## config.mk

```make
export PLATFORM = sky130hd
export DESIGN_NAME = protobuf_field_locator_top_flat
export DESIGN_NICKNAME = d
export VERILOG_FILES = /design/src/rtl/core/pfl_pkg.sv /design/src/rtl/core/pfl_in_if.sv /design/src/rtl/core/pfl_out_if.sv /design/src/rtl/core/pfl_parse.sv /design/src/rtl/core/protobuf_field_locator_top.sv /design/src/flat_wrapper.sv
export SDC_FILE = /design/constraint.sdc
export NUM_CORES = 1
export LEC_CHECK = 0
export BUFFER_PORTS_ARGS = -buffer_cell sky130_fd_sc_hd__buf_2
export CAP_MARGIN = 20
export CORE_UTILIZATION = 48
export CTS_BUF_LIST = sky130_fd_sc_hd__clkbuf_8 sky130_fd_sc_hd__clkbuf_16
export DETAILED_ROUTE_END_ITERATION = 8
export GPL_TIMING_DRIVEN = 0
export MAX_ROUTING_LAYER = met4
export PLACE_DENSITY = 0.64
export SLEW_MARGIN = 20
export SYNTH_ARGS = -nofsm -noshare
export SYNTH_HDL_FRONTEND = slang
export SYNTH_HIERARCHICAL = 1
export SYNTH_SLANG_ARGS = --single-unit
```

## constraint.sdc

```tcl
create_clock -name clk -period 14.2 [get_ports clk]
set_input_delay 1.42 -clock clk [delete_from_list [all_inputs] [get_ports clk]]
set_output_delay 1.42 -clock clk [all_outputs]
set_load 0.005 [all_outputs]
```

## src/rtl/core/pfl_pkg.sv

```systemverilog
// Shared types and constants for the protobuf field locator.
// Used by the channel interfaces, the parse step and the top level.
`default_nettype none
package pfl_pkg;

  localparam int MAX_MSG_BYTES = 4096;

  localparam int BYTE_W  = 8;
  localparam int LEN_W   = 13;
  localparam int FIELD_W = 32;
  localparam int STAT_W  = 2;
  localparam int WT_W    = 3;
  // key bits kept: wire type plus a 32-bit field number
  localparam int ACC_W   = WT_W + FIELD_W;
  localparam int GRP_W   = 4;
  localparam logic [GRP_W-1:0] GRP_LAST = GRP_W'(9);

  localparam logic [STAT_W-1:0] ST_FOUND  = 2'd0;
  localparam logic [STAT_W-1:0] ST_ABSENT = 2'd1;
  localparam logic [STAT_W-1:0] ST_BAD    = 2'd2;

  localparam logic [WT_W-1:0] WT_VARINT = 3'd0;
  localparam logic [WT_W-1:0] WT_FIX64  = 3'd1;
  localparam logic [WT_W-1:0] WT_LEN    = 3'd2;
  localparam logic [WT_W-1:0] WT_FIX32  = 3'd5;

  localparam logic [LEN_W-1:0] FIX32_BYTES = LEN_W'(4);
  localparam logic [LEN_W-1:0] FIX64_BYTES = LEN_W'(8);

  typedef enum logic [2:0] {
    PH_KEY   = 3'd0,
    PH_VALUE = 3'd1,
    PH_LEN   = 3'd2,
    PH_SKIP  = 3'd3,
    PH_BAD   = 3'd4,
    PH_DONE  = 3'd5
  } phase_t;

  typedef struct packed {
    logic [LEN_W-1:0]   pos;
    phase_t             phase;
    logic [ACC_W-1:0]   acc;
    logic               hi;     // varint has a set bit at or above bit LEN_W
    logic [GRP_W-1:0]   grp;    // index of the next 7-bit group
    logic [FIELD_W-1:0] field;
    logic [LEN_W-1:0]   skip;
  } pstate_t;

  localparam pstate_t PSTATE_RST = '{
    pos:   '0,
    phase: PH_KEY,
    acc:   '0,
    hi:    1'b0,
    grp:   '0,
    field: '0,
    skip:  '0
  };

  typedef struct packed {
    logic [STAT_W-1:0] status;
    logic [LEN_W-1:0]  payload_offset;
    logic [LEN_W-1:0]  payload_length;
  } result_t;

endpackage
`default_nettype wire

```

## src/rtl/core/pfl_in_if.sv

```systemverilog
// Request channel: one message byte with the message length.
// Depends on pfl_pkg.
`default_nettype none
interface pfl_in_if;
  logic                        valid;
  logic                        ready;
  logic [pfl_pkg::BYTE_W-1:0]  data_byte;
  logic [pfl_pkg::LEN_W-1:0]   msg_len;

  modport source (output valid, output data_byte, output msg_len, input ready);
  modport sink   (input valid, input data_byte, input msg_len, output ready);
endinterface
`default_nettype wire

```

## src/rtl/core/pfl_out_if.sv

```systemverilog
// Result channel: status, payload offset and payload length.
// Depends on pfl_pkg.
`default_nettype none
interface pfl_out_if;
  logic                        valid;
  logic                        ready;
  logic [pfl_pkg::STAT_W-1:0]  status;
  logic [pfl_pkg::LEN_W-1:0]   payload_offset;
  logic [pfl_pkg::LEN_W-1:0]   payload_length;

  modport source (output valid, output status, output payload_offset,
                  output payload_length, input ready);
  modport sink   (input valid, input status, input payload_offset,
                  input payload_length, output ready);
endinterface
`default_nettype wire

```

## src/rtl/core/pfl_parse.sv

```systemverilog
// Combinational parse step: one byte against the current scan state.
// Produces the next scan state and at most one result. Depends on pfl_pkg.
`default_nettype none
module pfl_parse #(
  parameter int MAX_MSG_BYTES = pfl_pkg::MAX_MSG_BYTES
) (
  input  pfl_pkg::pstate_t             st,
  input  logic [pfl_pkg::BYTE_W-1:0]   data_byte,
  input  logic [pfl_pkg::LEN_W-1:0]    msg_len,
  input  logic [pfl_pkg::FIELD_W-1:0]  target_field,
  output pfl_pkg::pstate_t             st_next,
  output logic                         res_valid,
  output pfl_pkg::result_t             res
);

  logic [pfl_pkg::LEN_W-1:0] len_nz;
  logic [pfl_pkg::LEN_W-1:0] len_c;
  logic [pfl_pkg::LEN_W:0]   pos_inc;
  logic                      last;
  logic [pfl_pkg::LEN_W-1:0] rem;
  logic [6:0]                grp_bits;
  logic                      more;
  logic [pfl_pkg::ACC_W-1:0] placed;
  logic [pfl_pkg::ACC_W-1:0] acc_new;
  logic                      hi_new;
  logic                      vdone;
  logic                      vlong;
  logic                      len_over;
  logic [pfl_pkg::WT_W-1:0]  wt;

  always_comb begin
    len_nz  = (msg_len == '0) ? pfl_pkg::LEN_W'(1) : msg_len;
    len_c   = (int'(len_nz) > MAX_MSG_BYTES) ? pfl_pkg::LEN_W'(MAX_MSG_BYTES) : len_nz;
    pos_inc = {1'b0, st.pos} + (pfl_pkg::LEN_W+1)'(1);
    last    = pos_inc >= {1'b0, len_c};
    rem     = last ? '0 : (len_c - pos_inc[pfl_pkg::LEN_W-1:0]);

    grp_bits = data_byte[6:0];
    more     = data_byte[7];
    case (st.grp)
      4'd0:    placed = pfl_pkg::ACC_W'(grp_bits);
      4'd1:    placed = pfl_pkg::ACC_W'(grp_bits) << 7;
      4'd2:    placed = pfl_pkg::ACC_W'(grp_bits) << 14;
      4'd3:    placed = pfl_pkg::ACC_W'(grp_bits) << 21;
      4'd4:    placed = pfl_pkg::ACC_W'(grp_bits) << 28;
      default: placed = '0;
    endcase
    acc_new = st.acc | placed;
    // bits beyond the kept window only matter as "length too large"
    hi_new  = st.hi || (|acc_new[pfl_pkg::ACC_W-1:pfl_pkg::LEN_W])
           || ((st.grp >= 4'd5) && (st.grp < pfl_pkg::GRP_LAST) && (|grp_bits))
           || ((st.grp == pfl_pkg::GRP_LAST) && grp_bits[0]);
    vdone    = !more;
    vlong    = more && (st.grp == pfl_pkg::GRP_LAST);
    len_over = hi_new || (acc_new[pfl_pkg::LEN_W-1:0] > rem);
    wt       = acc_new[pfl_pkg::WT_W-1:0];

    st_next   = st;
    res_valid = 1'b0;
    res       = '{status: pfl_pkg::ST_FOUND, payload_offset: '0, payload_length: '0};

    case (st.phase)
      pfl_pkg::PH_KEY, pfl_pkg::PH_VALUE, pfl_pkg::PH_LEN: begin
        st_next.acc = acc_new;
        st_next.hi  = hi_new;
        st_next.grp = st.grp + pfl_pkg::GRP_W'(1);
        if (vlong) begin
          st_next.phase = pfl_pkg::PH_BAD;
        end else if (vdone) begin
          st_next.acc = '0;
          st_next.hi  = 1'b0;
          st_next.grp = '0;
          if (st.phase == pfl_pkg::PH_KEY) begin
            st_next.field = acc_new[pfl_pkg::ACC_W-1:pfl_pkg::WT_W];
            if (wt == pfl_pkg::WT_VARINT) begin
              st_next.phase = pfl_pkg::PH_VALUE;
            end else if (wt == pfl_pkg::WT_LEN) begin
              st_next.phase = pfl_pkg::PH_LEN;
            end else if (wt == pfl_pkg::WT_FIX32) begin
              st_next.skip  = pfl_pkg::FIX32_BYTES;
              st_next.phase = (rem < pfl_pkg::FIX32_BYTES) ? pfl_pkg::PH_BAD
                                                           : pfl_pkg::PH_SKIP;
            end else if (wt == pfl_pkg::WT_FIX64) begin
              st_next.skip  = pfl_pkg::FIX64_BYTES;
              st_next.phase = (rem < pfl_pkg::FIX64_BYTES) ? pfl_pkg::PH_BAD
                                                           : pfl_pkg::PH_SKIP;
            end else begin
              st_next.phase = pfl_pkg::PH_BAD;
            end
          end else if (st.phase == pfl_pkg::PH_VALUE) begin
            st_next.phase = pfl_pkg::PH_KEY;
          end else if (len_over) begin
            st_next.phase = pfl_pkg::PH_BAD;
          end else if (st.field == target_field) begin
            res_valid     = 1'b1;
            res           = '{status: pfl_pkg::ST_FOUND,
                              payload_offset: pos_inc[pfl_pkg::LEN_W-1:0],
                              payload_length: acc_new[pfl_pkg::LEN_W-1:0]};
            st_next.phase = pfl_pkg::PH_DONE;
          end else if (acc_new[pfl_pkg::LEN_W-1:0] == '0) begin
            st_next.phase = pfl_pkg::PH_KEY;
          end else begin
            st_next.skip  = acc_new[pfl_pkg::LEN_W-1:0];
            st_next.phase = pfl_pkg::PH_SKIP;
          end
        end
      end
      pfl_pkg::PH_SKIP: begin
        st_next.skip = st.skip - pfl_pkg::LEN_W'(1);
        if (st.skip <= pfl_pkg::LEN_W'(1)) begin
          st_next.skip  = '0;
          st_next.phase = pfl_pkg::PH_KEY;
        end
      end
      default: begin
        // bad or done: drop bytes until the message ends
      end
    endcase

    if (last) begin
      // a found result already answers this message
      if (st_next.phase != pfl_pkg::PH_DONE) begin
        res_valid = 1'b1;
        res = '{status: ((st_next.phase == pfl_pkg::PH_KEY) && (st_next.grp == '0))
                        ? pfl_pkg::ST_ABSENT : pfl_pkg::ST_BAD,
                payload_offset: '0, payload_length: '0};
      end
      st_next = pfl_pkg::PSTATE_RST;
    end else begin
      st_next.pos = pos_inc[pfl_pkg::LEN_W-1:0];
    end
  end

endmodule
`default_nettype wire

```

## src/rtl/core/protobuf_field_locator_top.sv

```systemverilog
// Protobuf field locator: request register, parse step, result register.
// Depends on pfl_pkg, pfl_in_if, pfl_out_if and pfl_parse.
//
// Usage:
//   in_ch carries one byte of an encoded message per request, with the
//   message's total length on every byte. Bytes of one message follow each
//   other; the next message starts right after the last byte.
//   out_ch carries at most one result per message: found (with payload
//   offset and length) as soon as the matching length varint completes,
//   otherwise absent or malformed on the message's last byte.
//   cfg_we/cfg_wdata write the target field number; write it only while
//   no request is in flight.
// Timing:
//   A request is registered at acceptance and parsed from the request
//   register; its result is registered in the output register.
//   One byte per cycle is sustained while out_ch does not stall; the scan
//   state is a single register updated by one parse step per byte.
// Reset clears the scan state, the valid bits of both registers and the target field.
// When out_ch stalls, a held result blocks only the parse step; if the
// request register is empty, one more request is taken, then in_ch stalls.
`default_nettype none
module protobuf_field_locator_top #(
  parameter int MAX_MSG_BYTES = pfl_pkg::MAX_MSG_BYTES
) (
  input  logic                         clk,
  input  logic                         rst,
  input  logic                         cfg_we,
  input  logic [pfl_pkg::FIELD_W-1:0]  cfg_wdata,
  pfl_in_if.sink                       in_ch,
  pfl_out_if.source                    out_ch
);

  logic [pfl_pkg::FIELD_W-1:0] target_field;
  logic                        req_valid;
  logic [pfl_pkg::BYTE_W-1:0]  req_byte;
  logic [pfl_pkg::LEN_W-1:0]   req_len;
  pfl_pkg::pstate_t            st;
  pfl_pkg::pstate_t            st_next;
  logic                        step_res_valid;
  pfl_pkg::result_t            step_res;
  logic                        res_valid;
  pfl_pkg::result_t            res;
  logic                        advance;

  assign advance     = req_valid && (!res_valid || out_ch.ready);
  assign in_ch.ready = !req_valid || advance;

  always_ff @(posedge clk) begin
    if (rst) begin
      target_field <= '0;
    end else if (cfg_we) begin
      target_field <= cfg_wdata;
    end
  end

  // request register
  always_ff @(posedge clk) begin
    if (rst) begin
      req_valid <= 1'b0;
    end else if (in_ch.ready) begin
      req_valid <= in_ch.valid;
    end
  end

  always_ff @(posedge clk) begin
    if (in_ch.valid && in_ch.ready) begin
      req_byte <= in_ch.data_byte;
      req_len  <= in_ch.msg_len;
    end
  end

  pfl_parse #(
    .MAX_MSG_BYTES (MAX_MSG_BYTES)
  ) u_parse (
    .st           (st),
    .data_byte    (req_byte),
    .msg_len      (req_len),
    .target_field (target_field),
    .st_next      (st_next),
    .res_valid    (step_res_valid),
    .res          (step_res)
  );

  always_ff @(posedge clk) begin
    if (rst) begin
      st <= pfl_pkg::PSTATE_RST;
    end else if (advance) begin
      st <= st_next;
    end
  end

  // result register
  always_ff @(posedge clk) begin
    if (rst) begin
      res_valid <= 1'b0;
    end else if (advance) begin
      res_valid <= step_res_valid;
    end else if (out_ch.ready) begin
      res_valid <= 1'b0;
    end
  end

  always_ff @(posedge clk) begin
    if (advance && step_res_valid) begin
      res <= step_res;
    end
  end

  assign out_ch.valid          = res_valid;
  assign out_ch.status         = res.status;
  assign out_ch.payload_offset = res.payload_offset;
  assign out_ch.payload_length = res.payload_length;

endmodule
`default_nettype wire
```

## src/flat_wrapper.sv

```systemverilog
// flat-port wrapper written by rule: the top's interface ports become plain ports
module protobuf_field_locator_top_flat 
#(
  parameter int MAX_MSG_BYTES = pfl_pkg::MAX_MSG_BYTES
)
  (clk, rst, cfg_we, cfg_wdata, in_ch_valid, in_ch_data_byte, in_ch_msg_len, in_ch_ready, out_ch_valid, out_ch_status, out_ch_payload_offset, out_ch_payload_length, out_ch_ready);
  pfl_in_if in_ch_i ();
  pfl_out_if out_ch_i ();
  input  logic clk;
  input  logic rst;
  input  logic cfg_we;
  input  logic [pfl_pkg::FIELD_W-1:0] cfg_wdata;
  input wire logic [$bits(in_ch_i.valid)-1:0] in_ch_valid;
  input wire logic [$bits(in_ch_i.data_byte)-1:0] in_ch_data_byte;
  input wire logic [$bits(in_ch_i.msg_len)-1:0] in_ch_msg_len;
  output wire logic [$bits(in_ch_i.ready)-1:0] in_ch_ready;
  output wire logic [$bits(out_ch_i.valid)-1:0] out_ch_valid;
  output wire logic [$bits(out_ch_i.status)-1:0] out_ch_status;
  output wire logic [$bits(out_ch_i.payload_offset)-1:0] out_ch_payload_offset;
  output wire logic [$bits(out_ch_i.payload_length)-1:0] out_ch_payload_length;
  input wire logic [$bits(out_ch_i.ready)-1:0] out_ch_ready;
  assign in_ch_i.valid = in_ch_valid;
  assign in_ch_i.data_byte = in_ch_data_byte;
  assign in_ch_i.msg_len = in_ch_msg_len;
  assign in_ch_ready = in_ch_i.ready;
  assign out_ch_valid = out_ch_i.valid;
  assign out_ch_status = out_ch_i.status;
  assign out_ch_payload_offset = out_ch_i.payload_offset;
  assign out_ch_payload_length = out_ch_i.payload_length;
  assign out_ch_i.ready = out_ch_ready;
  protobuf_field_locator_top #(.MAX_MSG_BYTES(MAX_MSG_BYTES)) u_core (.clk(clk), .rst(rst), .cfg_we(cfg_we), .cfg_wdata(cfg_wdata), .in_ch(in_ch_i), .out_ch(out_ch_i));
endmodule
```

# ---- Word-level counts from Yosys, hierarchy flattened
# Cells that the tools add are included.
dict set report word_totals {
  output_inout_bits 30
  ff_bits 184
  word_cells 141
  inputBits 58
}
dict set report classes {
  muxes 56
  n_lt_le_gt_ge 8
  bitwise 1
  n_addsub 4
  n_reduce_logical 33
  eq_ne 24
}
# op count
set ops {}
lappend ops {{13-bit two-way mux} 14}
lappend ops {{26-bit two-way mux} 7}
lappend ops {{88-bit two-way mux} 2}
lappend ops {{35-bit case mux with 5 select lines} 1}
lappend ops {{85-bit two-way mux} 1}
lappend ops {{72-bit two-way mux} 1}
lappend ops {{28-bit two-way mux} 2}
lappend ops {{3-bit two-way mux} 12}
lappend ops {{35-bit OR} 1}
lappend ops {{32-bit == test} 1}
lappend ops {{32-bit two-way mux} 1}
lappend ops {{13-bit logical NOT} 2}
lappend ops {{13-bit case mux with 2 select lines} 1}
lappend ops {{4-bit != test (second input constant)} 6}
lappend ops {{22-bit OR reduction} 1}
lappend ops {{13-bit by 1-bit adder with 14-bit output (second input constant)} 1}
lappend ops {{14-bit by 13-bit greater-or-equal comparator with 1-bit output} 1}
lappend ops {{13-bit greater-than comparator} 1}
lappend ops {{13-bit greater-than comparator (second input constant)} 1}
lappend ops {{13-bit by 1-bit <= comparator with 1-bit output (second input constant)} 1}
lappend ops {{13-bit by 3-bit less-than comparator with 1-bit output (second input constant)} 1}
lappend ops {{13-bit by 4-bit less-than comparator with 1-bit output (second input constant)} 1}
lappend ops {{13-bit by 1-bit subtractor with 13-bit output (second input constant)} 1}
lappend ops {{13-bit subtractor} 1}
lappend ops {{other kinds (28)} 64}

# ---- Depth between registers and ports, before layout
# Gate-level depths: netlist of the first run.
dict set report depth {
  depth_word 21
  mapped_depth 28
  ltp_nobuf 26
}

# ---- Modules after synthesis
# Netlist of the first run, hierarchy kept.
# module cells_each area_per_inst_um2 instances seq_area_each_um2
set modules_own_cells {}
lappend modules_own_cells {protobuf_field_locator_top 602 7299.5 1 4174.0}
lappend modules_own_cells {pfl_parse 819 4875.9 1 0.0}

# ---- Least setup slack after synthesis of the first run
# No wires, ideal clock.
dict set report synth_timing {
  kind {flip-flop to flip-flop}
  startpoint {register u_core/req_len[6] (netlist name)}
  endpoint {register u_core.res (netlist bit u_core/out_ch.payload_length[0]) (enable)}
  setup_ns 0.413
  t_arrival_ns 6.298
  n_path_buf 3
  stages_incl_launch_ff 27
  path_slack_ns 7.489
  cell_sequence {edfxtp_1 > nor4_1 > nand3_1 > o21ai_1 > nand2_1 > ha_1 > buf_2 > and4_4 > nor2b_1 > o41a_1 > nor3_1 > buf_2 > buf_1 > nand3_1 > ha_1 > a2111oi_0 > a311oi_1 > nor2_1 > a311oi_1 > nor2_1 > nand3_4 > nand2b_1 > a32o_1 > o21ai_1 > nand2_1 > nand2_1 > nor2_1}
}
dict set report synth_via {
  elab_chain_cells 20
}
# item line_no
set synth_rtl {}
lappend synth_rtl {{start: declaration} protobuf_field_locator_top.sv:36} ;# logic [pfl_pkg::LEN_W-1:0] req_len;
lappend synth_rtl {{start signal: assignment} protobuf_field_locator_top.sv:68} ;# req_len <= in_ch.msg_len;
lappend synth_rtl {{13-bit logical NOT} pfl_parse.sv:32} ;# len_nz = (msg_len == '0) ? pfl_pkg::LEN_W'(1) : msg_len;
lappend synth_rtl {{13-bit two-way mux (*)} pfl_parse.sv:32}
lappend synth_rtl {{13-bit greater-than comparator} pfl_parse.sv:33} ;# len_c = (int'(len_nz) > MAX_MSG_BYTES) ? pfl_pkg::LEN_W'(MAX_MSG_BYTES) : len_nz;
lappend synth_rtl {{13-bit two-way mux (*)} pfl_parse.sv:33}
lappend synth_rtl {{13-bit subtractor or 14-bit by 13-bit greater-or-equal comparator with 1-bit output (tied branches)} {pfl_parse.sv:36, pfl_parse.sv:35}}
lappend synth_rtl {{13-bit two-way mux} pfl_parse.sv:36} ;# rem = last ? '0 : (len_c - pos_inc[pfl_pkg::LEN_W-1:0]);
lappend synth_rtl {{13-bit by 4-bit less-than comparator with 1-bit output} pfl_parse.sv:85} ;# st_next.phase = (rem < pfl_pkg::FIX64_BYTES) ? pfl_pkg::PH_BAD
lappend synth_rtl {{3-bit two-way mux} pfl_parse.sv:85}
lappend synth_rtl {{(+5 left out)} n/a}
lappend synth_rtl {{88-bit two-way mux} pfl_parse.sv:69} ;# end else if (vdone) begin
lappend synth_rtl {{3-bit two-way mux} pfl_parse.sv:67} ;# if (vlong) begin
lappend synth_rtl {{3-bit case mux with 2 select lines} pfl_parse.sv:62} ;# case (st.phase)
lappend synth_rtl {{3-bit != test} pfl_parse.sv:122} ;# if (st_next.phase != pfl_pkg::PH_DONE) begin
lappend synth_rtl {{1-bit two-way mux} pfl_parse.sv:122}
lappend synth_rtl {{1-bit two-way mux (*)} pfl_parse.sv:120} ;# if (last) begin
lappend synth_rtl {{net u_core.step_res_valid} protobuf_field_locator_top.sv:39} ;# logic step_res_valid;
lappend synth_rtl {{1-bit logical AND (*)} protobuf_field_locator_top.sv:104} ;# if (advance && step_res_valid) begin
lappend synth_rtl {{end signal: assignment} protobuf_field_locator_top.sv:105} ;# res <= step_res;
lappend synth_rtl {{end: declaration} protobuf_field_locator_top.sv:42} ;# pfl_pkg::result_t res;
# Mark *: on every way through the listed nets, which the timed path passes. The rest lies on a longest branch. The select of a mux whose other input is x is not followed.
# A chain may end at the register's enable or synchronous reset.

# ---- Worst setup path in the final report of the first run
dict set report layout_timing {
  startpoint {register u_core/req_len[6] (netlist name)}
  endpoint {register u_core.res (netlist bit u_core/out_ch.payload_length[2]) (enable)}
}
# The elaborated chain is that of the path after synthesis.

==> flow_metrics.tcl, run 1 <==
set metrics [dict create \
    status "finished clean" \
    clkPwrFrac_pct 36.2 \
    ant_nets 0 \
    hold_viol_final 0 \
    power_mw 1.374 \
    nFillCells 2320 \
    ir_drop_mv 0.08372 \
    grt_pass1_wl_um 53170 \
    syn-num-nets 1524 \
    hold_class "reg -> reg" \
    syn_area_um2 12180 \
    final-setup-viol-count 0 \
    crit_fanout 19 \
    cts.clk_slew.worst_paths_ns 0.08 \
    die_y_um 161.3 \
    die_area_um2 26010 \
    rsz0062_at_grt "no" \
    fin_tns_setup_ns 0 \
    holdBufCountCts 0 \
    clkLatencyLatePin_ns 0.45 \
    synth_top_area_cell "dfxtp_1" \
    viasPerCell 5.673 \
    synth_area_per_cell_um2 8.568 \
    synth_cells 1421 \
    hpwl_um 25140 \
    max-clock-path-buffers 2 \
    cts.sinks 184 \
    switchingPower_mw 0.4505 \
    areaGrowthSynthToFinish_pct 12.26 \
    remaining_drc_errors 0 \
    relSlewSlack_pct 33.39 \
    sw_frac_of_total_pct 32.79 \
    multi_input_area_um2 7242 \
    final_common_cell "nand2b_1" \
    pwr-share-seq_pct 41.8 \
    clock.fmax_mhz 127.3 \
    fin_crit_ns 7.858 \
    cts_tree "built" \
    post_cts_resized 0 \
    clock_skew_ns 0.01797 \
    p_int_mw 0.9233 \
    synth_top_area_share_pct 22.20 \
    coreArea_um2 24600 \
    seq_area_um2 4174 \
    dpl_cell_area_um2 13040 \
    arrival_ns 8.01 \
    async_flop_share_pct 0 \
    start_kind "register" \
    wl_um 33750 \
    required_ns 14.35 \
    ys_top_cells_by_area "dfxtp_1, edfxtp_1, mux2i_1" \
    synth_warnings 6 \
    firstDrtPassIters 5 \
    power_density_nw_per_um2 100.5 \
    stdcell_area_um2 13670 \
    n_antenna_cell 0 \
    port_buffers 85 \
    worst_pin_slew_ns 0.9991 \
    drt-initial-drc-count 1110 \
    synthDistinctLibCells 79 \
    synthFlopType "dfxtp_1" \
    drive_gt1_share_pct 11.44 \
    grt_pass1_vias 9748 \
    worstSetupEndpointType "register" \
    slowest_stage "buf_1" \
    ys_ff_latch 184 \
    std_cell_rows 57 \
    cts_buffers 17 \
    dieWidth_um 161.3 \
    io_pins 88 \
    maxCapViolCount 0 \
    root_buffer "clkbuf_16" \
    place_inst 1831 \
    power_frac_comb_pct 22.0 \
    synth_edf_count 49 \
    path_class "reg -> reg" \
    fin_crit_sh_pct 55.34 \
    antenna_found_initial 0 \
    cp_num_buf_inv 4 \
    cts_max_level 4 \
    final_cells 1863 \
    final_cell_mix "nand2b_1, nor2_1, mux2i_1" \
    num_vias 10569 \
    critical_path.max_stage_delay_ns 0.64 \
    crit_family "simple AND/OR/NAND/NOR gates" \
    post_cts_buffers 0 \
    seq_area_frac_synth_pct 34.28 \
    maxSlewViolCount 0 \
    grt_max_degree 22 \
    gr-total-overflow 0 \
    p_leak_nw 5.297 \
    place_congestion 0.9130 \
    utilization_pct 55.55 \
    start_util_pct 49.48 \
    drt-wirelength-per-cell_um 18.12 \
    grtUsageTotal_pct 26.89 \
    finalNetCount 1629 \
]
## synth_stat cells (5+ instances only)
| master | number |
|---|---|
| nand2b_1 | 212 |
| nor2_1 | 197 |
| mux2i_1 | 138 |
| dfxtp_1 | 135 |
| a21oi_1 | 66 |
| clkbuf_1 | 65 |
| nand2_1 | 64 |
| edfxtp_1 | 49 |
| inv_1 | 49 |
| ha_1 | 44 |
| xnor2_1 | 40 |
| a211oi_1 | 36 |
| nor3_1 | 34 |
| a31oi_1 | 29 |
| o21ai_0 | 29 |
| nand3_1 | 18 |
| nand4_1 | 17 |
| buf_2 | 13 |
| nor4_1 | 13 |
| xor2_1 | 12 |
| nor2b_1 | 11 |
| and2_1 | 10 |
| buf_12 | 10 |
| or3_1 | 10 |
| o21ai_1 | 8 |
| a21o_1 | 7 |
| o211ai_1 | 7 |
| and3_1 | 5 |
| buf_4 | 5 |
| o2111ai_1 | 5 |
## power by group through the flow
stage	Clock (mW)	Sequential (mW)	Combinational [mW]
finish	0.497	0.574	0.302
global route	0.530	0.577	0.331
CTS	0.510	0.574	0.299
detailed placement	0	0.586	0.297
global placement	0	0.585	0.294
floorplan	0	0.580	0.223
## layer usage
metal  track usage, %  routed length, um  part of all wire, %
met2            40.40              14720                   44
met5                -                  0                    0
met1            37.86              16180                   48
met3            3.647               2358                  7.0
met4            6.947                495                  1.5
## cells by family after synthesis
kind of cell / Yosys count / share of synthesized area, %
and+or+nand+nor: 614 / 26.30
AOI/OAI and AO/OA: 239 / 13.25
DFF: 184 / 34.28
buffers and inverters: 148 / 6.310
muxes: 139 / 11.44
xor gates and xnor gates: 52 / 3.741
adders and majority gates: 45 / 4.686
## cell type report
class	instances	share of cell area, %
Clock inverter	15	1.465
Tap cell	324	2.966
Inverter	50	1.373
Sequential cell	184	30.54
Timing Repair Buffer	86	3.314
Buffer	98	4.248
Multi-Input combinational cell	1089	52.98
Clock buffer	17	3.112
## tightest hold or removal path: stages, from the launching register on
cell	delay, ns
dfxtp_1	0.31
nand2b_1	0.06
mux2i_1	0.06
## final timing paths
path,from,to,cells past startpoint,slack (ns)
worst max-delay path,u_core/req_len[6]$_DFFE_PP_,u_core/out_ch.payload_length[2]$_DFFE_PP_,29,6.34
worst min-delay path,u_core/st[7]$_SDFFE_PP0P_,u_core/st[7]$_SDFFE_PP0P_,2,0.48
worst max register to register,u_core/req_len[6]$_DFFE_PP_,u_core/out_ch.payload_length[2]$_DFFE_PP_,29,6.34
worst min register to register,u_core/st[7]$_SDFFE_PP0P_,u_core/st[7]$_SDFFE_PP0P_,2,0.48
## state kept, by name (all words and copies together), names as in the netlist
register	flops
u_core/out_ch.payload_length	13
u_core/out_ch.payload_offset	13
u_core/out_ch.status	2
u_core/out_ch.valid	1
u_core/req_byte	8
u_core/req_len	13
u_core/req_valid	1
u_core/st	101
u_core/target_field	32
## per-stage QoR
| step | setup WS, ns | hold WS, ns |
|---|---|---|
| 2_1_floorplan | 7.489 | 0.4475 |
| 3_3_place_gp | 5.197 | 0.4583 |
| 3_5_place_dp | 6.549 | 0.4647 |
| 4_1_cts | 6.501 | 0.4786 |
| 5_1_grt | 5.925 | 0.4881 |
| 6_report | 6.342 | 0.4759 |
No activity file was read; power rests on OpenSTA's default activity.
==> run 2, diff against run 1 <==
PLACE_DENSITY = 0.66   (was 0.64)
clock period = 6.79 ns   (was 14.2 ns; I/O delays follow)
==> run 2 against run 1 <==
  * Combinational power is 110% higher
  * Clock skew is 0.0061 ns lower
  * Sequential power is 110% higher
  * Die area stayed put
  * Via count hardly changed
  * Worst hold slack worse by 0.070 ns
  * Largest cell class unchanged
  * Largest power group unchanged
==> flow_metrics.tcl, run 2 (synthesis results as in run 1) <==
set metrics [dict create \
    grt_pass1_vias 9787 \
    switchingPower_mw 0.9803 \
    grt_pass1_wl_um 53910 \
    remaining_drc_errors 0 \
    final_cell_mix "nand2b_1, nor2_1, mux2i_1" \
    relSlewSlack_pct 38.33 \
    clock_skew_ns 0.01186 \
    pwr-share-seq_pct 41.1 \
    cts.sinks 184 \
    p_leak_nw 5.334 \
    ff2ff_path_depth 29 \
    firstDrtPassIters 6 \
    fin_crit_sh_pct 95.59 \
    wl_um 34040 \
    cts.clk_slew.worst_paths_ns 0.08 \
    die_y_um 161.3 \
    io_pins 88 \
    grt_max_degree 29 \
    place_congestion 0.9316 \
    port_buffers 85 \
    reg2reg_slack_ns 0.30 \
    viasPerCell 5.660 \
    nFillCells 2269 \
    clkPwrFrac_pct 36.8 \
    clkLatencyLatePin_ns 0.45 \
    ant_nets 0 \
    r2r-end "u_core/out_ch.payload_length[11]$_DFFE_PP_" \
    final_common_cell "nand2b_1" \
    num_vias 10561 \
    cts_max_level 4 \
    dieWidth_um 161.3 \
    start_util_pct 49.48 \
    crit_fanout 28 \
    largest_reg_flops 101 \
    place_ws_ns -0.7170 \
    hold_ws_ns 0.4056 \
    hold_viol_final 0 \
    fin_crit_ns 6.490 \
    coreArea_um2 24600 \
    reg.largest.list "u_core/st x101, u_core/target_field x32" \
    maxCapViolCount 0 \
    crit_end "u_core/out_ch.payload_length[11]$_DFFE_PP_" \
    worstSetupEndpointType "register" \
    drive_gt1_share_pct 12.65 \
    final-setup-viol-count 0 \
    rsz0062_at_grt "no" \
    power_density_nw_per_um2 212.4 \
    clock.fmax_mhz 154.1 \
    cts_tree "built" \
    grtUsageTotal_pct 27.14 \
    sw_frac_of_total_pct 33.49 \
    hpwl_um 24960 \
    arrival_ns 6.68 \
    p_int_mw 1.947 \
    worst_pin_slew_ns 0.9250 \
    slowest_stage "edfxtp_1" \
    path_class "reg -> reg" \
    r2r-start "u_core/req_len[6]$_DFFE_PP_" \
    drt-initial-drc-count 1028 \
    drt-wirelength-per-cell_um 18.24 \
    maxSlewViolCount 0 \
    power_frac_comb_pct 22.2 \
    std_cell_rows 57 \
    crit_top_cell "nand2_1" \
    fin_ws_ns 0.2997 \
    die_area_um2 26010 \
    ir_drop_mv 0.1614 \
    finalNetCount 1631 \
    status "finished clean" \
    top_register "u_core/st" \
    areaGrowthSynthToFinish_pct 13.15 \
    max-clock-path-buffers 2 \
    cts_buffers 17 \
    crit_start "u_core/req_len[6]$_DFFE_PP_" \
    start_kind "register" \
    root_buffer "clkbuf_16" \
    critical_path.max_stage_delay_ns 0.43 \
    antenna_found_initial 1 \
    hold_class "in -> reg" \
    gr-total-overflow 0 \
    required_ns 6.98 \
]
[run 2: cell type report]
type / instances / area, um^2 / share of cell area [%]
Buffer: 97 / 588.1 / 4.268
Inverter: 50 / 187.7 / 1.362
Multi-Input combinational cell: 1089 / 7315 / 53.09
Clock buffer: 17 / 425.4 / 3.088
Antenna cell: 1 / 2.502 / 0.01816
Timing Repair Buffer: 89 / 467.9 / 3.397
Tap cell: 324 / 405.4 / 2.943
Sequential cell: 184 / 4175 / 30.31
Clock inverter: 15 / 210.2 / 1.526
[run 2: routing by layer]
metal	wire, um	up-vias	GRT usage [%]
li1	-	5143	-
met1	16620	5007	39.23
met2	14950	386	40.69
met3	2165	25	3.107
met4	303	0	5.532
met5	0	-	-
[run 2: worst min-delay path by stage]
stage | start | end | slack [ns] | cells after the start
2_1_floorplan | u_core/st[4]$_SDFFE_PP0P_ | u_core/st[4]$_SDFFE_PP0P_ | 0.45 | 2
3_3_place_gp | u_core/st[87]$_SDFFE_PP0P_ | u_core/st[87]$_SDFFE_PP0P_ | 0.46 | 2
3_5_place_dp | u_core/st[48]$_SDFFE_PP0P_ | u_core/st[48]$_SDFFE_PP0P_ | 0.47 | 2
4_1_cts | in_ch_msg_len[12] | u_core/req_len[12]$_DFFE_PP_ | 0.39 | 1
5_1_grt | in_ch_data_byte[4] | u_core/req_byte[4]$_DFFE_PP_ | 0.39 | 1
6_report | in_ch_data_byte[1] | u_core/req_byte[1]$_DFFE_PP_ | 0.41 | 1
[run 2: power by group through the flow]
stage	combinational (mW)	clock, mW	sequential (mW)
finish	0.648	1.08	1.20
detailed placement	0.623	0	1.22
global placement	0.614	0	1.22
CTS	0.629	1.09	1.20
floorplan	0.467	0	1.21
global route	0.707	1.14	1.21
[run 2: what timing repair did]
item | in CTS | in global routing
pin swaps | 0 | 1
setup endpoints to repair | 67 | 41
hold buffers | 0 | 0
setup buffers | 0 | 3
gates resized for setup | 8 | 16
[run 2: critical path, delay by kind of cell (launching register included)]
kind                       cells  cell delay [ns]
and+or+nand+nor               15             2.40
AOI/OAI and AO/OA              8             1.93
buffers and inverters          4             0.95
adders and majority gates      2             0.50
DFF                            1             0.43
[run 2: stage by stage]
| step | cell area, um^2 | instances | utilization (%) | setup TNS [ns] | power (mW) |
|---|---|---|---|---|---|
| finish | 13780 | 1866 | 55.99 | 0 | 2.927 |
| global route | 13780 | 1866 | 55.99 | 0 | 3.056 |
| CTS | 13700 | 1863 | 55.67 | 0 | 2.922 |
| detailed placement | 13040 | 1831 | 52.98 | -27.94 | 1.847 |
| global placement | 13010 | 1830 | 52.86 | -67.83 | 1.838 |
| floorplan | 12180 | 1421 | - | 0 | 1.680 |
==> run 3, diff against run 2 <==
PLACE_DENSITY = 0.67   (was 0.66)
SYNTH_HIERARCHICAL = default   (was 1)
==> run 3 against run 2 <==
  * Synthesized cell count shrank 20%
  * Final cell count fell by 18%
  * Sequential cell count unchanged
  * Critical path type unchanged
  * Critical endpoint is now u_core.out_ch.payload_length[0]$_DFFE_PP_
  * Largest power group unchanged
==> flow_metrics.tcl, run 3 <==
set metrics [dict create \
    relSlewSlack_pct 41.28 \
    syn-num-nets 1237 \
    hpwl_um 20370 \
    final_cell_mix "nor2_1, dfxtp_1, a21oi_1" \
    synth_top_area_cell "dfxtp_1" \
    critical_path.max_stage_delay_ns 0.61 \
    clock.fmax_mhz 156.9 \
    seq_area_frac_synth_pct 42.18 \
    crit_end "u_core.out_ch.payload_length[0]$_DFFE_PP_" \
    p_leak_nw 4.717 \
    synthFlopType "dfxtp_1" \
    status "finished clean" \
    drt-initial-drc-count 750 \
    crit_start "u_core.st[91]$_SDFFE_PP0P_" \
    root_buffer "clkbuf_16" \
    largest_reg_flops 101 \
    seq_area_um2 4175 \
    cts_max_level 4 \
    final_cells 1524 \
    path_class "reg -> reg" \
    crit_chain "and4_1 > nand2_1 > nor2_4 > xnor2_1 > inv_1 > ha_1 > a211oi_1 > o21ai_0 > o2111a_1 > a311oi_4 > buf_4 > nand2_2 > clkbuf_2 > or3_1 > ha_1 > a21o_1 > o21ai_0 > a31oi_2 > or4_1 > o211ai_1 > o21ai_1 > a21oi_4 > buf_16" \
    ff2ff_path_depth 23 \
    ant_nets 0 \
    place_inst 1489 \
    ir_drop_mv 0.1387 \
    die_area_um2 21200 \
    synthTopCellsByCount "nor2_1, dfxtp_1, a21oi_1" \
    grt_max_degree 25 \
    arrival_ns 6.52 \
    remaining_drc_errors 0 \
    finalNetCount 1346 \
    dieWidth_um 145.6 \
    synth_most_common_cell "nor2_1" \
    cts.sinks 184 \
    io_pins 88 \
    syn_area_um2 9896 \
    r2r-end "u_core.out_ch.payload_length[0]$_DFFE_PP_" \
    hold_class "in -> reg" \
    ys_top_cells_by_area "dfxtp_1, edfxtp_1, nor2_1" \
    fin_tns_setup_ns 0 \
    drt-wirelength-per-cell_um 17.90 \
    clkLatencyLatePin_ns 0.44 \
    worstSetupEndpointType "register" \
    coreArea_um2 20230 \
    cts_buffers 17 \
    viasPerCell 5.815 \
    power_density_nw_per_um2 228.0 \
    die_y_um 145.6 \
    place_ws_ns -0.9750 \
    multi_input_area_um2 5346 \
    maxCapViolCount 0 \
    max-clock-path-buffers 2 \
    required_ns 6.93 \
    antenna_found_initial 0 \
    final_common_cell "nor2_1" \
    stdcell_area_um2 11440 \
    gr-total-overflow 0 \
    synth_area_per_cell_um2 8.742 \
    slowest_stage "or4_1" \
    place_congestion 0.9410 \
    dpl_cell_area_um2 10700 \
    n_antenna_cell 0 \
    fin_crit_ns 6.375 \
    top_register "u_core.st" \
    start_kind "register" \
    num_vias 8862 \
    nFillCells 1898 \
    port_buffers 86 \
    clock_skew_ns 0.01238 \
    std_cell_rows 52 \
    wl_um 27280 \
    firstDrtPassIters 6 \
    hold_viol_final 0 \
    maxSlewViolCount 0 \
    r2r-start "u_core.st[91]$_SDFFE_PP0P_" \
    start_util_pct 48.91 \
    grt_pass1_wl_um 43100 \
    synth_warnings 0 \
    fin_ws_ns 0.4146 \
    cts_tree "built" \
    grtUsageTotal_pct 26.61 \
    worst_pin_slew_ns 0.8789 \
    synthDistinctLibCells 73 \
    holdBufCountCts 0 \
    reg2reg_slack_ns 0.41 \
    synth_top_area_share_pct 27.31 \
    drive_gt1_share_pct 12.84 \
    final-setup-viol-count 0 \
    crit_fanout 24 \
    synth_edf_count 49 \
    fin_crit_sh_pct 93.89 \
    async_flop_share_pct 0 \
    ys_ff_latch 184 \
    synth_cells 1132 \
    reg.largest.list "u_core.st x101, u_core.target_field x32" \
    grt_pass1_vias 8241 \
    areaGrowthSynthToFinish_pct 15.56 \
    cts.clk_slew.worst_paths_ns 0.08 \
]
-- run 3: cell count changes after synthesis, sizes merged, moves of 16 or more --
cell,before,now
a21oi,70,104
a2111oi,1,17
nand2b,212,6
mux2i,138,35
nor3,36,70
a22oi,3,23
a31oi,29,2
a211oi,38,7
nor2,199,172
buf,33,13
-- run 3: timing repair --
item / 4_1_cts / 5_1_grt
pin swaps: 2 / 2
endpoints found under the setup margin: 73 / 57
resized for setup: 8 / 14
setup buffers: 2 / 2
-- run 3: worst max-delay path: cells and delay by family, from the launching register on --
kind | cells | cell delay, ns
AND/OR/NAND/NOR | 6 | 1.77
flip-flops | 1 | 0.41
XOR/XNOR | 1 | 0.26
adder cells (fa/ha/maj) | 2 | 0.72
AO/OA/AOI/OAI | 10 | 2.11
buffers and inverters | 4 | 0.78
-- run 3: logic make-up after synthesis --
family / count (synthesis) / share of synthesized area, %
muxes: 35 / 3.540
DFF: 184 / 42.18
and+or+nand+nor: 435 / 21.60
buffers and inverters: 119 / 4.742
AOI/OAI and AO/OA: 256 / 16.97
xor gates and xnor gates: 56 / 4.956
adders and majority gates: 47 / 6.018
-- run 3: layout make-up --
cell class / instances / share of cell area [%]
well taps: 270 / 2.954
multi-input cells: 829 / 46.75
inverters: 46 / 1.510
flip-flops and latches: 184 / 36.51
clock inverters: 15 / 1.663
repair buffers: 91 / 4.267
clock buffers: 17 / 3.720
plain buffers: 72 / 2.626
-- run 3: routing by layer --
layer  vias up  part of all wire, %  global-route usage [%]
met5         -                    0                       -
met4         0                  1.7                   7.053
met3        32                  6.2                   3.856
met2       334                   44                   39.88
met1      4211                   48                   37.49
li1       4285                    -                       -
-- run 3: how the worst min path moves through the flow --
stage / from / to / slack [ns] / cells after the start
after floorplan: u_core.st[49]$_SDFFE_PP0P_ / u_core.st[49]$_SDFFE_PP0P_ / 0.44 / 2
after global placement: u_core.st[49]$_SDFFE_PP0P_ / u_core.st[49]$_SDFFE_PP0P_ / 0.46 / 2
after detailed placement: u_core.st[16]$_SDFFE_PP0P_ / u_core.st[16]$_SDFFE_PP0P_ / 0.47 / 2
after CTS: in_ch_msg_len[4] / u_core.req_len[4]$_DFFE_PP_ / 0.40 / 1
after global routing: in_ch_msg_len[7] / u_core.req_len[7]$_DFFE_PP_ / 0.39 / 1
final: in_ch_msg_len[2] / u_core.req_len[2]$_DFFE_PP_ / 0.40 / 1
-- run 3: power breakdown --
| part | switching [mW] | total, mW | internal (mW) |
|---|---|---|---|
| logic | 0.250 | 0.399 | 0.149 |
| clock network | 0.502 | 1.04 | 0.536 |
| registers | 0.0212 | 1.17 | 1.15 |
| total | 0.773 | 2.61 | 1.83 |
-- run 3: stage by stage --
stage,utilization (%),power (mW),hold WS [ns]
after CTS,56.17,2.604,0.3955
after global placement,52.72,1.573,0.4642
final,56.52,2.607,0.4040
after global routing,56.52,2.701,0.3910
after floorplan,-,1.461,0.4365
after detailed placement,52.89,1.578,0.4668
